### src/rtl/rmdq_pkg.sv
// Shared types, widths and constants of the matrix to dual quaternion converter.
package rmdq_pkg;

    // Word and fixed-point geometry.
    localparam int unsigned WORD_W   = 32;
    localparam int unsigned FRAC_W   = 30;
    localparam int unsigned LANE_W   = 33;
    localparam int unsigned ARG_W    = 33;
    localparam int unsigned NORM_MIN = 10;

    // Component positions inside a quaternion.
    localparam int unsigned IDX_X = 0;
    localparam int unsigned IDX_Y = 1;
    localparam int unsigned IDX_Z = 2;
    localparam int unsigned IDX_W = 3;

    typedef logic signed [WORD_W-1:0] word_t;
    typedef logic signed [LANE_W-1:0] lane_t;

    localparam word_t Q30_ONE = 32'sh4000_0000;
    localparam word_t SAT_POS = 32'sh7FFF_FFFF;
    localparam word_t SAT_NEG = 32'sh8000_0000;

    // Which quaternion component carries the square root term.
    typedef enum logic [1:0] {
        BR_X = 2'd0,
        BR_Y = 2'd1,
        BR_Z = 2'd2,
        BR_W = 2'd3
    } branch_t;

    typedef struct packed {
        word_t rot_00;
        word_t rot_10;
        word_t rot_20;
        word_t rot_01;
        word_t rot_11;
        word_t rot_21;
        word_t rot_02;
        word_t rot_12;
        word_t rot_22;
        word_t trans_x;
        word_t trans_y;
        word_t trans_z;
    } xform_t;

    typedef struct packed {
        word_t real_x;
        word_t real_y;
        word_t real_z;
        word_t real_w;
        word_t dual_x;
        word_t dual_y;
        word_t dual_z;
        word_t dual_w;
    } dquat_t;

    typedef struct packed {
        word_t x;
        word_t y;
        word_t z;
    } trans_t;

    // Data that rides beside the first square root.
    typedef struct packed {
        branch_t         branch;
        lane_t [2:0]     lane;
        trans_t          trans;
    } front_side_t;

endpackage

### src/rtl/rmdq_sqrt_pipe.sv
// Pipelined integer square root, one root bit per register stage.
module rmdq_sqrt_pipe #(
    parameter int unsigned RAD_W  = 64,
    parameter int unsigned SIDE_W = 1
) (
    input  logic                clk,
    input  logic                rst_n,
    input  logic                en,
    input  logic                in_valid,
    input  logic [RAD_W-1:0]    in_rad,
    input  logic [SIDE_W-1:0]   in_side,
    output logic                out_valid,
    output logic [RAD_W/2-1:0]  out_root,
    output logic [SIDE_W-1:0]   out_side
);
    import rmdq_pkg::*;

    localparam int unsigned STEPS  = RAD_W / 2;
    localparam int unsigned ROOT_W = STEPS;
    localparam int unsigned REM_W  = ROOT_W + 2;

    typedef struct packed {
        logic [RAD_W-1:0]  rad;
        logic [REM_W-1:0]  rem;
        logic [ROOT_W-1:0] root;
    } sq_stage_t;

    logic [STEPS-1:0]  valid_reg;
    sq_stage_t         stage_reg  [STEPS];
    sq_stage_t         stage_next [STEPS];
    logic [SIDE_W-1:0] side_reg   [STEPS];
    sq_stage_t         first;

    // One restoring step: bring down two radicand bits and try the next root bit.
    function automatic sq_stage_t sqrt_step(input sq_stage_t cur);
        sq_stage_t        nxt;
        logic [REM_W+1:0] pair;
        logic [REM_W+1:0] trial;
        logic             ge;
        pair     = {cur.rem, cur.rad[RAD_W-1 -: 2]};
        trial    = (REM_W+2)'({cur.root, 2'b01});
        ge       = pair >= trial;
        nxt.rem  = ge ? REM_W'(pair - trial) : REM_W'(pair);
        nxt.root = {cur.root[ROOT_W-2:0], ge};
        nxt.rad  = cur.rad << 2;
        return nxt;
    endfunction

    assign first = '{rad: in_rad, rem: '0, root: '0};

    always_comb begin
        stage_next[0] = sqrt_step(first);
        for (int k = 1; k < STEPS; k++) begin
            stage_next[k] = sqrt_step(stage_reg[k-1]);
        end
    end

    // Valid bits travel with the data.
    always_ff @(posedge clk or negedge rst_n) begin
        if (!rst_n) begin
            valid_reg <= '0;
        end
        else if (en) begin
            valid_reg <= {valid_reg[STEPS-2:0], in_valid};
        end
    end

    always_ff @(posedge clk) begin
        if (en) begin
            side_reg[0] <= in_side;
            for (int k = 0; k < STEPS; k++) begin
                stage_reg[k] <= stage_next[k];
            end
            for (int k = 1; k < STEPS; k++) begin
                side_reg[k] <= side_reg[k-1];
            end
        end
    end

    assign out_valid = valid_reg[STEPS-1];
    assign out_root  = stage_reg[STEPS-1].root;
    assign out_side  = side_reg[STEPS-1];

endmodule

### config.mk
export PLATFORM = sky130hd
export DESIGN_NAME = rmdq_sqrt_pipe
export DESIGN_NICKNAME = d
export VERILOG_FILES = /design/src/rtl/rmdq_pkg.sv /design/src/rtl/rmdq_sqrt_pipe.sv
export SDC_FILE = /design/constraint.sdc
export NUM_CORES = 2
export LEC_CHECK = 0
export BUFFER_PORTS_ARGS = -buffer_cell sky130_fd_sc_hd__buf_2
export CAP_MARGIN = 10
export CORE_MARGIN = 4
export CORE_UTILIZATION = 35
export DETAILED_ROUTE_END_ITERATION = 10
export PLACE_DENSITY = 0.48
export SYNTH_ARGS = -nofsm -noshare
export SYNTH_HDL_FRONTEND = slang
export SYNTH_MEMORY_MAX_BITS = 65536
export SYNTH_SLANG_ARGS = --single-unit
### constraint.sdc
create_clock -name clk -period 7.26 [get_ports clk]
set_input_delay 0.726 -clock clk [delete_from_list [all_inputs] [get_ports clk]]
set_output_delay 0.726 -clock clk [all_outputs]
set_load 0.05 [all_outputs]
==> qor_table.md <==
| Parameter | Value |
|---|---|
| Synthesized instance count | 9202 |
| Number of DRC violations after detailed routing | 0 |
| Top cell family by delay on the critical path | compound AO/OA/AOI/OAI gates |
| Type of element launching the critical path | flip-flop |
| Predominant post-synthesis flop cell | sky130_fd_sc_hd__edfxtp_1 |
| Fraction of layout cells with a size suffix above 1 | 0.0845 |
| Type of the tightest min-delay check | in -> reg |
| Core footprint | 0.341 sq mm |
| Relative slew margins | 0.239 |
| Transition time at the pin with the least slew margin | 1.13 ns |
| Unrepaired setup endpoints after global routing | no |
| First-pass iteration count of the detailed router | 5 |
| H-Tree Level Count | 5 |
| Buffers on Ports | 102 |
| HPWL after detailed placement | 202000 microns |
| Category of the worst setup path capture point | flip-flop |
| Critical path buffer and inverter count | 3 |
| First-pass GRT wire length | 429000 microns |
| Antenna violation net count after detailed routing | 0 |
| Total gr overflow | 0 |
| Leakage | 51.5 nW |
| Crit-path slowest cell | sky130_fd_sc_hd__a221oi_1 |
| Initial antenna violation count | 6 |
| CTS clock-pin slew for the worst setup and hold paths | 0.06 ns |
| Worst path required time | 7.84 ns |
| Yosys cell types | 86 |
| Worst-case clock buffer depth | 4 |
| Total instance count after detailed placement | 13700 |
| Pin count of the biggest net entering global routing | 167 |
| RePlAce Congestion | 0.917 |
| Yosys warning total | 0 |
| Wire per inst | 19.4 microns |
| Final Routed Wirelength | 278000 microns |
| Number of synthesized flops with an enable pin | 2555 |
| Status | completed |
| # nets final | 10200 |
| Die height | 594 microns |
| Arrival @ worst endpoint | 4.88 ns |
| Worst Path Max Fanout | 22 |
| All-Layer GR Usage | 0.153 |
| Clock tree from TritonCTS | done |
| Synthesized area | 0.120 sq mm |
| Placed cell areas | 0.126 sq mm |
| Standard-cell row count | 214 |
| Maxcap violations | 0 |
| Num ports | 103 |
| Number of flip-flops in the largest register | 2523 |
| Total of fill cells in the finished design | 31700 |
| Die area | 0.353 sq mm |
| Worst setup path class | reg -> reg |
| Most common cell after layout, fill and taps aside | sky130_fd_sc_hd__edfxtp_1 |
| Total power per unit cell area | 324 mW/mm^2 |
| Biggest cell delay along the critical path | 0.73 ns |
| Detailed-route vias per instance | 4.99 |
| DRT iter0 DRCs | 4769 |
| Async set-reset flop share out of synthesis | 0.0124 |
| Final non-filler cell total | 14300 |
| Cell type with the largest total area after synthesis | sky130_fd_sc_hd__edfxtp_1 |
| Syn Area/Cell | 13.1 sq um |
| Final total negative setup slack | 0 ns |
| Worst Clk Skew | 0.0406 ns |
| Critical Path, Cell by Cell | inv_1 > ha_1 > nor2b_1 > o21ai_0 > nand2b_1 > a221oi_1 > o21ai_0 > buf_4 > a21o_1 > a21oi_1 > inv_1 > nand3b_1 > nor3_1 > xor2_1 |
| Sequential share of the synthesized area | 0.645 |
| Number of instances resized during post-cts repair | 0 |
| Total number of vias | 71400 |
| Max Freq | 0.233 GHz |
| Buffer count from post-CTS setup fixing | 0 |
| Yosys top cell area share | 0.639 |
| Number of setup violations in the final report | 0 |
| Worst-Skew Late Latency | 0.87 ns |
| Synthesized Nets | 9833 |
| Number of flip-flops and latches in the synthesized netlist | 2587 |
| TritonCTS Buffers | 304 |
| Post-route cell area | 0.137 sq mm |
| Leading cell types in the layout, fill and taps excluded | 2555 x sky130_fd_sc_hd__edfxtp_1, 710 x sky130_fd_sc_hd__inv_1, 576 x sky130_fd_sc_hd__a21oi_1, 563 x sky130_fd_sc_hd__nor2_1, 562 x sky130_fd_sc_hd__ha_1 |
| Number of hold violations in the final report | 0 |
| Worst Hold Slack | 0.139 ns |
| Horizontal die dimension | 594 microns |
| Highest ir drop seen on vdd | 208 uV |
| Sinks on the clock net | 2587 |
| Post-synthesis to final-layout area growth | 13.7% |
| Vias in the first global route | 72500 |
| Largest cells by area after synthesis | sky130_fd_sc_hd__edfxtp_1 64%, sky130_fd_sc_hd__ha_1 5.9%, sky130_fd_sc_hd__xnor2_1 3.2% |
| Power consumption | 44.2 mW |
| Final clock period utilization by the worst path | 0.592 |
| Pins Over Slew Limit | 0 |
| Final Critical Period | 4.30 ns |
| Initial cell density of the core | 0.353 |
| Master cell of the clock root buffer | sky130_fd_sc_hd__clkbuf_16 |
-- cell type report --
class,count,area [sq um],area share
flip-flops and latches,2587,77500,0.568
multi-input cells,5700,39100,0.287
clock buffers,361,8010,0.0587
well taps,4536,5680,0.0416
inverters,713,2680,0.0196
repair buffers,231,1810,0.0133
clock inverters,174,1710,0.0125
diodes,3,7.51,0.0000550
-- synth_stat cells (all sizes together), types with 12 or more instances --
| master | instances |
|---|---|
| nor2b | 86 |
| nor3b | 15 |
| nand2 | 537 |
| nand3b | 21 |
| nand4b | 24 |
| nand3 | 159 |
| a21oi | 578 |
| a221oi | 16 |
| nand4 | 98 |
| nor4 | 110 |
| or4 | 49 |
| xnor2 | 435 |
| a21boi | 18 |
| o22ai | 15 |
| and2 | 33 |
| and3 | 39 |
| a211o | 20 |
| nor2 | 564 |
| clkbuf | 146 |
| dfrtp | 32 |
| buf | 56 |
| nor4b | 13 |
| a211oi | 47 |
| a2111oi | 19 |
| o31ai | 46 |
| mux2i | 12 |
| edfxtp | 2555 |
| o21ai | 448 |
| a31oi | 37 |
| a21o | 236 |
| o21bai | 58 |
| and4 | 18 |
| ha | 562 |
| inv | 711 |
| nand2b | 115 |
| o211ai | 50 |
| or3 | 109 |
| mux2 | 147 |
| xor2 | 409 |
| o21a | 120 |
| or2 | 52 |
| nor3 | 246 |
-- worst register-to-register path, stage by stage (launching register included) --
cell                       delay [ns]
sky130_fd_sc_hd__edfxtp_1        0.35
sky130_fd_sc_hd__inv_1           0.06
sky130_fd_sc_hd__ha_1            0.34
sky130_fd_sc_hd__nor2b_1         0.15
sky130_fd_sc_hd__o21ai_0         0.41
sky130_fd_sc_hd__nand2b_1        0.19
sky130_fd_sc_hd__a221oi_1        0.73
sky130_fd_sc_hd__o21ai_0         0.16
sky130_fd_sc_hd__buf_4           0.18
sky130_fd_sc_hd__a21o_1          0.22
sky130_fd_sc_hd__a21oi_1         0.18
sky130_fd_sc_hd__inv_1           0.37
sky130_fd_sc_hd__nand3b_1        0.41
sky130_fd_sc_hd__nor3_1          0.12
sky130_fd_sc_hd__xor2_1          0.16
-- power by group --
group          internal [mW]  switching [mW]
sequential              18.9            1.35
combinational           3.73            5.20
clock                   8.94            6.06
total                   31.6            12.6
-- final timing paths --
check,start,to,slack (ns),cells past startpoint
min reg2reg,stage_reg[1][236]$_DFFE_PP_,stage_reg[1][366]$_DFFE_PP_,0.39,0
max in group asynchronous,rst_n,valid_reg[11]$_DFFE_PN0P_,6.37,2
min in group asynchronous,rst_n,valid_reg[30]$_DFFE_PN0P_,0.45,2
max,stage_reg[1][384]$_DFFE_PP_,stage_reg[1][577]$_DFFE_PP_,2.96,14
max reg2reg,stage_reg[1][384]$_DFFE_PP_,stage_reg[1][577]$_DFFE_PP_,2.96,14
min,in_rad[63],stage_reg[0][0]$_DFFE_PP_,0.14,2
-- stage by stage --
stage               setup WS [ns]   util
finish                       2.96  0.401
global route                 2.66  0.401
CTS                          2.81  0.401
detailed placement           2.83  0.370
global placement             2.72  0.370
floorplan                    3.78      -
-- layer usage --
layer / vias to the layer above / wire length, microns / global-route usage
li1: 34800 / - / -
met4: 0 / 11100 / 0.0576
met3: 499 / 9950 / 0.0231
met5: - / 0 / 0
met1: 34900 / 116000 / 0.184
met2: 1231 / 141000 / 0.275
-- repair_timing --
item	CTS	global route
setup endpoints to repair	0	0
hold endpoints to repair	96	0
hold buffers	65	0
-- cells by family after synthesis --
kind of cell / after synthesis / share of synthesized area
multiplexers: 159 / 0.0148
XOR/XNOR: 844 / 0.0615
AO/OA/AOI/OAI: 1829 / 0.0947
adder cells (fa/ha/maj): 562 / 0.0585
buffers and inverters: 915 / 0.0297
other: 1 / 0.0000312
AND/OR/NAND/NOR: 2305 / 0.0955
flip-flops: 2587 / 0.645
Note: power is estimated with default switching activity, not from simulation.
