==> src/rtl/rmdq_pkg.sv <==
// Shared types, widths and constants of the matrix to dual quaternion converter.
package rmdq_pkg;

    // Word and fixed-point geometry.
    localparam int unsigned WORD_W   = 32;
    localparam int unsigned FRAC_W   = 30;
    localparam int unsigned LANE_W   = 33;
    localparam int unsigned ARG_W    = 33;
    localparam int unsigned NORM_MIN = 10;

    // Component positions inside a quaternion.
    localparam int unsigned IDX_X = 0;
    localparam int unsigned IDX_Y = 1;
    localparam int unsigned IDX_Z = 2;
    localparam int unsigned IDX_W = 3;

    typedef logic signed [WORD_W-1:0] word_t;
    typedef logic signed [LANE_W-1:0] lane_t;

    localparam word_t Q30_ONE = 32'sh4000_0000;
    localparam word_t SAT_POS = 32'sh7FFF_FFFF;
    localparam word_t SAT_NEG = 32'sh8000_0000;

    // Which quaternion component carries the square root term.
    typedef enum logic [1:0] {
        BR_X = 2'd0,
        BR_Y = 2'd1,
        BR_Z = 2'd2,
        BR_W = 2'd3
    } branch_t;

    typedef struct packed {
        word_t rot_00;
        word_t rot_10;
        word_t rot_20;
        word_t rot_01;
        word_t rot_11;
        word_t rot_21;
        word_t rot_02;
        word_t rot_12;
        word_t rot_22;
        word_t trans_x;
        word_t trans_y;
        word_t trans_z;
    } xform_t;

    typedef struct packed {
        word_t real_x;
        word_t real_y;
        word_t real_z;
        word_t real_w;
        word_t dual_x;
        word_t dual_y;
        word_t dual_z;
        word_t dual_w;
    } dquat_t;

    typedef struct packed {
        word_t x;
        word_t y;
        word_t z;
    } trans_t;

    // Data that rides beside the first square root.
    typedef struct packed {
        branch_t         branch;
        lane_t [2:0]     lane;
        trans_t          trans;
    } front_side_t;

endpackage

==> src/rtl/rmdq_front.sv <==
// Front stage: Shepperd branch choice, root argument and off-diagonal sums and differences.
module rmdq_front (
    input  logic                          clk,
    input  logic                          rst_n,
    input  logic                          en,
    input  logic                          in_valid,
    input  rmdq_pkg::xform_t              in_data,
    output logic                          out_valid,
    output logic [rmdq_pkg::ARG_W-1:0]    out_arg,
    output rmdq_pkg::front_side_t         out_side
);
    import rmdq_pkg::*;

    localparam int unsigned TRACE_W = WORD_W + 2;
    localparam int unsigned ARGS_W  = WORD_W + 3;

    logic signed [TRACE_W-1:0] trace;
    logic signed [ARGS_W-1:0]  arg_x;
    logic signed [ARGS_W-1:0]  arg_y;
    logic signed [ARGS_W-1:0]  arg_z;
    logic signed [ARGS_W-1:0]  arg_w;
    logic signed [ARGS_W-1:0]  arg_sel;
    lane_t                     dzy;
    lane_t                     dxz;
    lane_t                     dyx;
    lane_t                     sxy;
    lane_t                     sxz;
    lane_t                     syz;
    branch_t                   branch;
    logic [ARG_W-1:0]          arg_next;
    front_side_t               side_next;
    logic                      valid_reg;
    logic [ARG_W-1:0]          arg_reg;
    front_side_t               side_reg;

    // Trace and the four candidate root arguments.
    assign trace = TRACE_W'(in_data.rot_00) + TRACE_W'(in_data.rot_11)
                 + TRACE_W'(in_data.rot_22);
    assign arg_w = ARGS_W'(Q30_ONE) + ARGS_W'(trace);
    assign arg_x = ARGS_W'(Q30_ONE) + ARGS_W'(in_data.rot_00)
                 - ARGS_W'(in_data.rot_11) - ARGS_W'(in_data.rot_22);
    assign arg_y = ARGS_W'(Q30_ONE) + ARGS_W'(in_data.rot_11)
                 - ARGS_W'(in_data.rot_00) - ARGS_W'(in_data.rot_22);
    assign arg_z = ARGS_W'(Q30_ONE) + ARGS_W'(in_data.rot_22)
                 - ARGS_W'(in_data.rot_00) - ARGS_W'(in_data.rot_11);

    // Off-diagonal differences and sums.
    assign dzy = LANE_W'(in_data.rot_21) - LANE_W'(in_data.rot_12);
    assign dxz = LANE_W'(in_data.rot_02) - LANE_W'(in_data.rot_20);
    assign dyx = LANE_W'(in_data.rot_10) - LANE_W'(in_data.rot_01);
    assign sxy = LANE_W'(in_data.rot_01) + LANE_W'(in_data.rot_10);
    assign sxz = LANE_W'(in_data.rot_02) + LANE_W'(in_data.rot_20);
    assign syz = LANE_W'(in_data.rot_12) + LANE_W'(in_data.rot_21);

    // Branch on positive trace, then on the largest diagonal entry.
    always_comb begin
        if (!trace[TRACE_W-1] && (trace != '0)) begin
            branch = BR_W;
        end
        else if ((in_data.rot_00 > in_data.rot_11) && (in_data.rot_00 > in_data.rot_22)) begin
            branch = BR_X;
        end
        else if (in_data.rot_11 > in_data.rot_22) begin
            branch = BR_Y;
        end
        else begin
            branch = BR_Z;
        end
    end

    // Lanes hold the three divided terms in component order, skipping the root term.
    always_comb begin
        side_next.branch = branch;
        side_next.trans  = '{x: in_data.trans_x, y: in_data.trans_y, z: in_data.trans_z};
        case (branch)
            BR_X:
            begin
                arg_sel        = arg_x;
                side_next.lane = {dzy, sxz, sxy};
            end
            BR_Y:
            begin
                arg_sel        = arg_y;
                side_next.lane = {dxz, syz, sxy};
            end
            BR_Z:
            begin
                arg_sel        = arg_z;
                side_next.lane = {dyx, syz, sxz};
            end
            BR_W:
            begin
                arg_sel        = arg_w;
                side_next.lane = {dyx, dxz, dzy};
            end
            default:
            begin
                arg_sel        = arg_w;
                side_next.lane = {dyx, dxz, dzy};
            end
        endcase
        arg_next = arg_sel[ARGS_W-1] ? '0 : arg_sel[ARG_W-1:0];
    end

    // Stage register.
    always_ff @(posedge clk or negedge rst_n) begin
        if (!rst_n) begin
            valid_reg <= 1'b0;
        end
        else if (en) begin
            valid_reg <= in_valid;
        end
    end

    always_ff @(posedge clk) begin
        if (en) begin
            arg_reg  <= arg_next;
            side_reg <= side_next;
        end
    end

    assign out_valid = valid_reg;
    assign out_arg   = arg_reg;
    assign out_side  = side_reg;

endmodule

==> config.mk <==
export PLATFORM = sky130hd
export DESIGN_NAME = rmdq_front
export DESIGN_NICKNAME = d
export VERILOG_FILES = /design/src/rtl/rmdq_pkg.sv /design/src/rtl/rmdq_front.sv
export SDC_FILE = /design/constraint.sdc
export NUM_CORES = 1
export LEC_CHECK = 0
export BUFFER_PORTS_ARGS = -buffer_cell sky130_fd_sc_hd__buf_4
export CAP_MARGIN = 0
export CORE_MARGIN = 5
export CORE_UTILIZATION = 44
export CTS_CLUSTER_DIAMETER = 120
export CTS_CLUSTER_SIZE = 24
export DETAILED_ROUTE_END_ITERATION = 12
export GPL_TIMING_DRIVEN = 0
export HOLD_SLACK_MARGIN = 0.05
export PLACE_DENSITY_LB_ADDON = 0.3
export SETUP_SLACK_MARGIN = 0.2
export SYNTH_ARGS = -nofsm -noshare
export SYNTH_HDL_FRONTEND = slang
export SYNTH_SLANG_ARGS = --single-unit
export TNS_END_PERCENT = 1
==> constraint.sdc <==
create_clock -name clk -period 1.2 [get_ports clk]
set_input_delay 0.12 -clock clk [delete_from_list [all_inputs] [get_ports clk]]
set_output_delay 0.12 -clock clk [all_outputs]
set_load 0.01 [all_outputs]
==> results.sh, run 1 <==
export IMPL_via_per_inst=5.76
export IMPL_final_hold_violation_count=0
export IMPL_yosysSeqAreaShare_pct=20.7
export IMPL_run_status="finished with violations"
export IMPL_power_density_nw_per_um2=1310
export IMPL_grt_total_usage_pct=32.4
export IMPL_port_buffers=618
export IMPL_rsz0062_at_grt="yes"
export IMPL_synthArstFlopShare_pct=0.433
export IMPL_dpl_hpwl_um=112000
export IMPL_clock_sinks=231
export IMPL_synth_edf_count=230
export IMPL_multi_input_comb_area_um2=25300
export IMPL_clk_pin_slew_ns=0.11
export IMPL_fill_cells=6856
export IMPL_post_route_cell_area_um2=43400
export IMPL_crit_type="primary input to register"
export IMPL_worst_slew_pin_slew_ns=1.39
export IMPL_synth_warnings=0
export IMPL_hold_class="primary input to register"
export IMPL_fin_ws_ns=-4.82
export IMPL_fp_row_count=101
export IMPL_worstPathArrival_ns=6.34
export IMPL_fin_skew_ns=0
export IMPL_synth_top_cell_by_area="ha_1"
export IMPL_vias=32247
export IMPL_gp_congestion=0.978
export IMPL_syn_cell_area_um2=33500
export IMPL_synth_net_count=4959
export IMPL_post_drt_wl_per_cell_um=24.9
export IMPL_die_y_um=286
export IMPL_syn_avg_cell_area_um2=8.78
export IMPL_dieArea_um2=81700
export IMPL_area_growth_syn_to_layout_pct=29.7
export IMPL_setup_viol=294
export IMPL_grt_ovfl_total=0
export IMPL_first_global_vias=31715
export IMPL_start_util_pct=44.2
export IMPL_clk_latency_ns=0.56
export IMPL_ys_flop_type="edfxtp_1"
export IMPL_cp_required_ns=1.52
export IMPL_worstSetupEndpointType="register"
export IMPL_slew_violations=0
export IMPL_maxCapViolCount=0
export IMPL_postRouteAntennaNets=0
export IMPL_period_share_pct=502
export IMPL_tritoncts="done"
export IMPL_p_leak_nw=19.9
export IMPL_drtIter0Drc=2902
export IMPL_cts_buffers=16
export IMPL_die_x_um=286
export IMPL_postSynthCellCount=3815
export IMPL_ys_types=89
export IMPL_critPathSlowestCell="o31ai_1"
export IMPL_cts_root_buf="clkbuf_16"
export IMPL_drc=0
export IMPL_start_kind="primary input"
export IMPL_grt_antenna_before_repair=11
export IMPL_path_max_fanout=10
export IMPL_yosys_area_top_type_share_pct=22.6
export IMPL_dr_pass1_iters=6
export IMPL_layout_drive_gt1_share_pct=19.5
export IMPL_fmaxAchievable_ghz=0.166
export IMPL_peakVddDrop_v=0.00127
export IMPL_grt_pass1_wl_um=201000
export IMPL_synth_seq_cells=231
export IMPL_slew_headroom_pct=7.60
export IMPL_cts_hold_buf=99
export IMPL_clk_path_buf_depth=3
export IMPL_grt_max_degree=108
export IMPL_path_cells="buf_12 -> fa_2 -> ha_4 -> fa_2 -> a21o_1 -> a221oi_4 -> o21a_1 -> o31ai_4 -> a22o_1 -> o41ai_4 -> xor2_1 -> ha_2 -> nand2b_1 -> nor4_2 -> o21ai_1 -> nor4_2 -> nand4bb_1 -> nor4_2 -> nand4b_1 -> nand4b_1 -> o31a_1 -> buf_6 -> clkbuf_1 -> o31ai_1"
export IMPL_core_area_um2=75700
export IMPL_synth_area_leaders="ha_1 23%, edfxtp_1 21%, fa_1 9.1%, xnor2_1 4.7%, inv_1 4.6%"
export IMPL_period_needed_ns=6.02
export IMPL_post_place_ws_ns=-6.70
export IMPL_critPathMaxStageDelay_ns=0.62
export IMPL_fin_nets=5753
export IMPL_register_area_um2=6930
export IMPL_place_area_um2=39400
export IMPL_violations="setup timing"
export IMPL_htree_levels=1
export IMPL_num_io_pins=619
export IMPL_wl_um=140000
export IMPL_critPathMostFrequentCell="nor4_2"
## layout by cell type, fill, tap and decap left out, types with 178 or more instances in the layout
cell type | synthesis | layout
ha_1 | 604 | 586
buf_4 | 1 | 424
inv_1 | 411 | 411
nor2_1 | 335 | 329
a21oi_1 | 301 | 296
buf_6 | 2 | 250
edfxtp_1 | 230 | 230
nand2_1 | 225 | 218
o21ai_0 | 208 | 179
xnor2_1 | 178 | 178
## per-layer routing
| layer | GRT usage [%] | routed length [um] | share of wire (%) |
|---|---|---|---|
| met1 | 42.2 | 56100 | 40 |
| met2 | 54.1 | 64300 | 46 |
| met3 | 6.02 | 12700 | 9.1 |
| met4 | 11.3 | 6620 | 4.7 |
| met5 | 0 | 34 | 0.024 |
## area by class of cell
cell class	instances	share of cell area, %
multi-input combinational	3045	58.2
buffer	126	1.82
clock inverter	6	0.222
clock buffer	20	1.01
sequential	231	16.0
antenna	6	0.0346
inverter	412	3.56
timing repair buffer	777	16.4
tap	978	2.82
## Yosys cell counts, types with 54 or more instances
cell type and instances:
nand2_1 225, xor2_1 81, o21ai_0 208, o21bai_1 54
clkbuf_1 99, nor3_1 78, edfxtp_1 230, xnor2_1 178
fa_1 152, nor2_1 335, a21o_1 70, nand3_1 54
a21oi_1 301, ha_1 604, inv_1 411
## through the flow
| step | utilization (%) | instances | hold slack [ns] | setup TNS [ns] | total power, mW |
|---|---|---|---|---|---|
| after floorplan | - | 3815 | -0.176 | -516.11 | 31.1 |
| after CTS | 56.5 | 5569 | -0.00997 | -615.62 | 54.6 |
| after global placement | 52.0 | 5411 | -0.104 | -1210.65 | 44.3 |
| after global routing | 57.4 | 5597 | 0.00143 | -632.66 | 59.5 |
| after detailed placement | 52.1 | 5413 | -0.103 | -863.62 | 44.4 |
| final | 57.4 | 5601 | 0.00246 | -606.82 | 56.7 |
## final timing paths
| check | from | endpoint | slack (ns) | cells past startpoint |
|---|---|---|---|---|
| setup / recovery | in_data[353] | out_side[133] | -4.82 | 24 |
| hold / removal | en | out_side[66] | 0.002 | 1 |
| setup reg to reg | out_valid | out_valid | 0.43 | 1 |
| hold reg to reg | out_valid | out_valid | 0.56 | 1 |
| max in group asynchronous | rst_n | out_valid | 0.73 | 3 |
| min in group asynchronous | rst_n | out_valid | 0.37 | 3 |
## where the power goes
group	switching (mW)	total, mW	internal, mW	leakage [nW]
registers	1.11	12.4	11.3	2.26
clock network	3.49	6.26	2.77	0.254
logic	22.1	38.0	15.9	17.3
total	26.7	56.7	30.0	19.9
## cells by family (layout without fill, tap and decap cells)
group	Yosys count	after routing	share of synthesized area (%)
AO/OA/AOI/OAI	1052	1052	20.4
XOR/XNOR	259	259	6.77
adder cells (fa/ha/maj)	756	756	31.7
buffers and inverters	539	1341	6.16
flip-flops	231	231	20.7
multiplexers	28	28	0.900
other	0	6	0
AND/OR/NAND/NOR	950	950	13.5
## critical path: cells and delay by family
family / cells / cell delay (ns)
AND/OR/NAND/NOR: 7 / 1.34
AO/OA/AOI/OAI: 9 / 2.45
XOR/XNOR: 1 / 0.25
buffers and inverters: 3 / 0.81
adder cells (fa/ha/maj): 4 / 1.33
## flip-flops by register name (all words and copies together), names as in the netlist
signal     count
out_valid      1
out_arg       33
out_side     197
## repair_timing
action                     4_1_cts  5_1_grt
pin swaps                       28       29
buffers inserted                31       25
gates resized for setup        414      107
hold endpoints to repair       136       19
setup endpoints to repair      365      365
cloned                           1        1
(Power assumes the default switching activity.)
==> run 2, diff against run 1 <==
--- a/config.mk
+++ b/config.mk
@@ -5,6 +5,7 @@
 export SDC_FILE = /design/constraint.sdc
 export NUM_CORES = 1
 export LEC_CHECK = 0
+export ABC_AREA = 1
 export BUFFER_PORTS_ARGS = -buffer_cell sky130_fd_sc_hd__buf_4
 export CAP_MARGIN = 0
 export CORE_MARGIN = 5
==> run 2 against run 1 <==
Compared with the run above:
- the flow still finishes with violations (setup timing)
- clock-buffer cell count is 1 higher
- routed wire length is 21% higher
- hold slack better by 0.067 ns
- first-iteration DRC count is 46% higher
- via count is 18% higher
- synthesized cell count is 30% higher
- combinational power is 28% higher
- sequential power is 7% higher
- critical path depth is 6 higher
- largest power group unchanged
==> results.sh, run 2 <==
export IMPL_synth_seq_cells=231
export IMPL_core_area_um2=82200
export IMPL_vias=38139
export IMPL_critPathMostFrequentCell="nand2_4"
export IMPL_critPathMaxStageDelay_ns=0.63
export IMPL_whs_ns=0.0698
export IMPL_period_share_pct=379
export IMPL_clk_latency_ns=0.55
export IMPL_clk_path_buf_depth=3
export IMPL_clk_pin_slew_ns=0.10
export IMPL_postSynthCellCount=4959
export IMPL_dpl_hpwl_um=141000
export IMPL_ys_flop_type="edfxtp_1"
export IMPL_cts_root_buf="clkbuf_16"
export IMPL_fin_nets=6917
export IMPL_tritoncts="done"
export IMPL_maxCapViolCount=0
export IMPL_yosys_area_top_type_share_pct=20.7
export IMPL_rsz0062_at_grt="yes"
export IMPL_tns_ns=-431.20
export IMPL_synth_warnings=0
export IMPL_critPathSlowestCell="fa_2"
export IMPL_setup_viol=309
export IMPL_port_buffers=618
export IMPL_fmaxAchievable_ghz=0.220
export IMPL_post_drt_wl_per_cell_um=24.6
export IMPL_crit_type="primary input to register"
export IMPL_final_common_cell="nand2_1"
export IMPL_fin_skew_ns=0
export IMPL_gp_congestion=1.05
export IMPL_power_density_nw_per_um2=1450
export IMPL_synth_top_cell_by_area="ha_1"
export IMPL_fin_ws_ns=-3.35
export IMPL_worstSetupEndpointType="register"
export IMPL_final_hold_violation_count=0
export IMPL_syn_cell_area_um2=36600
export IMPL_place_inst=6648
export IMPL_grt_pass1_wl_um=239000
export IMPL_worst_slew_pin_slew_ns=1.17
export IMPL_grt_antenna_before_repair=15
export IMPL_cp_required_ns=1.46
export IMPL_first_global_vias=36250
export IMPL_fill_cells=7722
export IMPL_instances_no_fill=6859
export IMPL_grt_max_degree=117
export IMPL_start_kind="primary input"
export IMPL_htree_levels=1
export IMPL_layout_drive_gt1_share_pct=18.1
export IMPL_peakVddDrop_v=0.00165
export IMPL_dr_pass1_iters=6
export IMPL_synth_net_count=6103
export IMPL_slew_headroom_pct=22.0
export IMPL_clock_sinks=231
export IMPL_via_per_inst=5.56
export IMPL_drtIter0Drc=4230
export IMPL_run_status="finished with violations"
export IMPL_synth_edf_count=230
export IMPL_die_x_um=298
export IMPL_period_needed_ns=4.55
export IMPL_drc=0
export IMPL_synth_most_common_cell="nand2_1"
export IMPL_post_place_ws_ns=-5.22
export IMPL_postRouteAntennaNets=0
export IMPL_p_total_mw=68.6
export IMPL_worstPathArrival_ns=4.81
export IMPL_layout_common_cells="824 x nand2_1, 790 x inv_1, 576 x ha_1, 444 x buf_4, 416 x nor2_1"
export IMPL_wl_um=169000
export IMPL_path_max_fanout=6
export IMPL_syn_avg_cell_area_um2=7.38
export IMPL_grt_total_usage_pct=35.6
export IMPL_largest_register_ffs=197
export IMPL_start_util_pct=44.5
export IMPL_fp_row_count=105
export IMPL_hold_class="primary input to register"
export IMPL_yosysSeqAreaShare_pct=18.9
export IMPL_num_io_pins=619
export IMPL_dieArea_um2=89000
export IMPL_area_growth_syn_to_layout_pct=29.6
export IMPL_ys_types=55
export IMPL_synth_area_leaders="ha_1 21%, edfxtp_1 19%, nand2_1 9.0%, fa_1 8.3%, inv_1 8.1%"
export IMPL_p_leak_nw=23.5
export IMPL_slew_violations=0
export IMPL_violations="setup timing"
export IMPL_die_y_um=298
export IMPL_cts_buffers=16
export IMPL_synthArstFlopShare_pct=0.433
export IMPL_synthTopCellsByCount="875 x nand2_1, 794 x inv_1, 604 x ha_1"
export IMPL_grt_ovfl_total=0
==> run 2: cell count changes after synthesis, sizes merged, moves of 38 or more <==
cell,change
xnor2,-134
xor2,+112
nor2,+110
a21oi,+77
nand2,+654
nand2b,-52
inv,+404
nor2b,-44
nand4,+38
o211ai,+50
nand3,+318
a21o,-41
a211oi,-44
==> run 2: critical path, delay by kind of cell <==
kind	cells	cell delay [ns]
buffers and inverters	4	0.43
AO/OA/AOI/OAI	4	1.11
AND/OR/NAND/NOR	18	1.87
XOR/XNOR	1	0.16
adder cells (fa/ha/maj)	3	1.07
==> run 2: what timing repair did <==
action                                 in CTS  in global routing
buffers inserted                           39                 33
pin swaps                                  54                 49
endpoints found under the hold margin      98                  0
hold buffers                               99                  0
setup endpoints to repair                 481                421
cloned                                      2                  4
resized for setup                         441                162
==> run 2: metrics by stage <==
stage / util (%) / area [um2]
after global routing: 57.6 / 47400
after global placement: 51.8 / 42600
after detailed placement: 51.8 / 42600
after CTS: 56.3 / 46300
after floorplan: - / 36600
final: 57.6 / 47400
==> run 2: layer usage <==
metal | GRT usage (%) | vias to the layer above | share of wire [%]
met4 | 10.4 | 6 | 3.8
li1 | - | 17870 | -
met1 | 47.5 | 18062 | 41
met5 | 0 | - | 0.027
met3 | 8.73 | 262 | 10
met2 | 57.5 | 1939 | 45
==> run 2: final timing paths <==
path / startpoint / end / slack [ns] / cells after the start
worst max-delay path: in_data[103] / out_side[133] / -3.35 / 30
worst min-delay path: en / out_side[34] / 0.07 / 1
worst max register to register: out_valid / out_valid / 0.37 / 1
worst min register to register: out_valid / out_valid / 0.63 / 1
max in group asynchronous: rst_n / out_valid / 0.72 / 3
min in group asynchronous: rst_n / out_valid / 0.38 / 3
==> run 2: area by class of cell <==
| type | instances | area, um2 | share of cell area, % |
|---|---|---|---|
| clock inverter | 7 | 134 | 0.282 |
| timing repair buffer | 795 | 7360 | 15.5 |
| sequential | 231 | 6930 | 14.6 |
| antenna | 6 | 15.0 | 0.0317 |
| clock buffer | 21 | 440 | 0.929 |
| tap | 1070 | 1340 | 2.82 |
| inverter | 821 | 3080 | 6.51 |
| multi-input combinational | 3777 | 27200 | 57.3 |
| buffer | 131 | 951 | 2.01 |
==> run 2: cells by family after synthesis <==
group / count (synthesis) / synth area share [%]
AOI/OAI and AO/OA: 877 / 14.0
xor gates and xnor gates: 237 / 5.67
adders and majority gates: 756 / 29.0
buffers and inverters: 952 / 10.1
DFF: 231 / 18.9
muxes: 1 / 0.0308
and+or+nand+nor: 1905 / 22.2
==> run 2: power breakdown <==
part,total [mW],switching [mW],internal [mW]
registers,13.3,1.43,11.9
clock network,6.49,3.30,3.19
logic,48.8,30.4,18.4
total,68.6,35.2,33.4
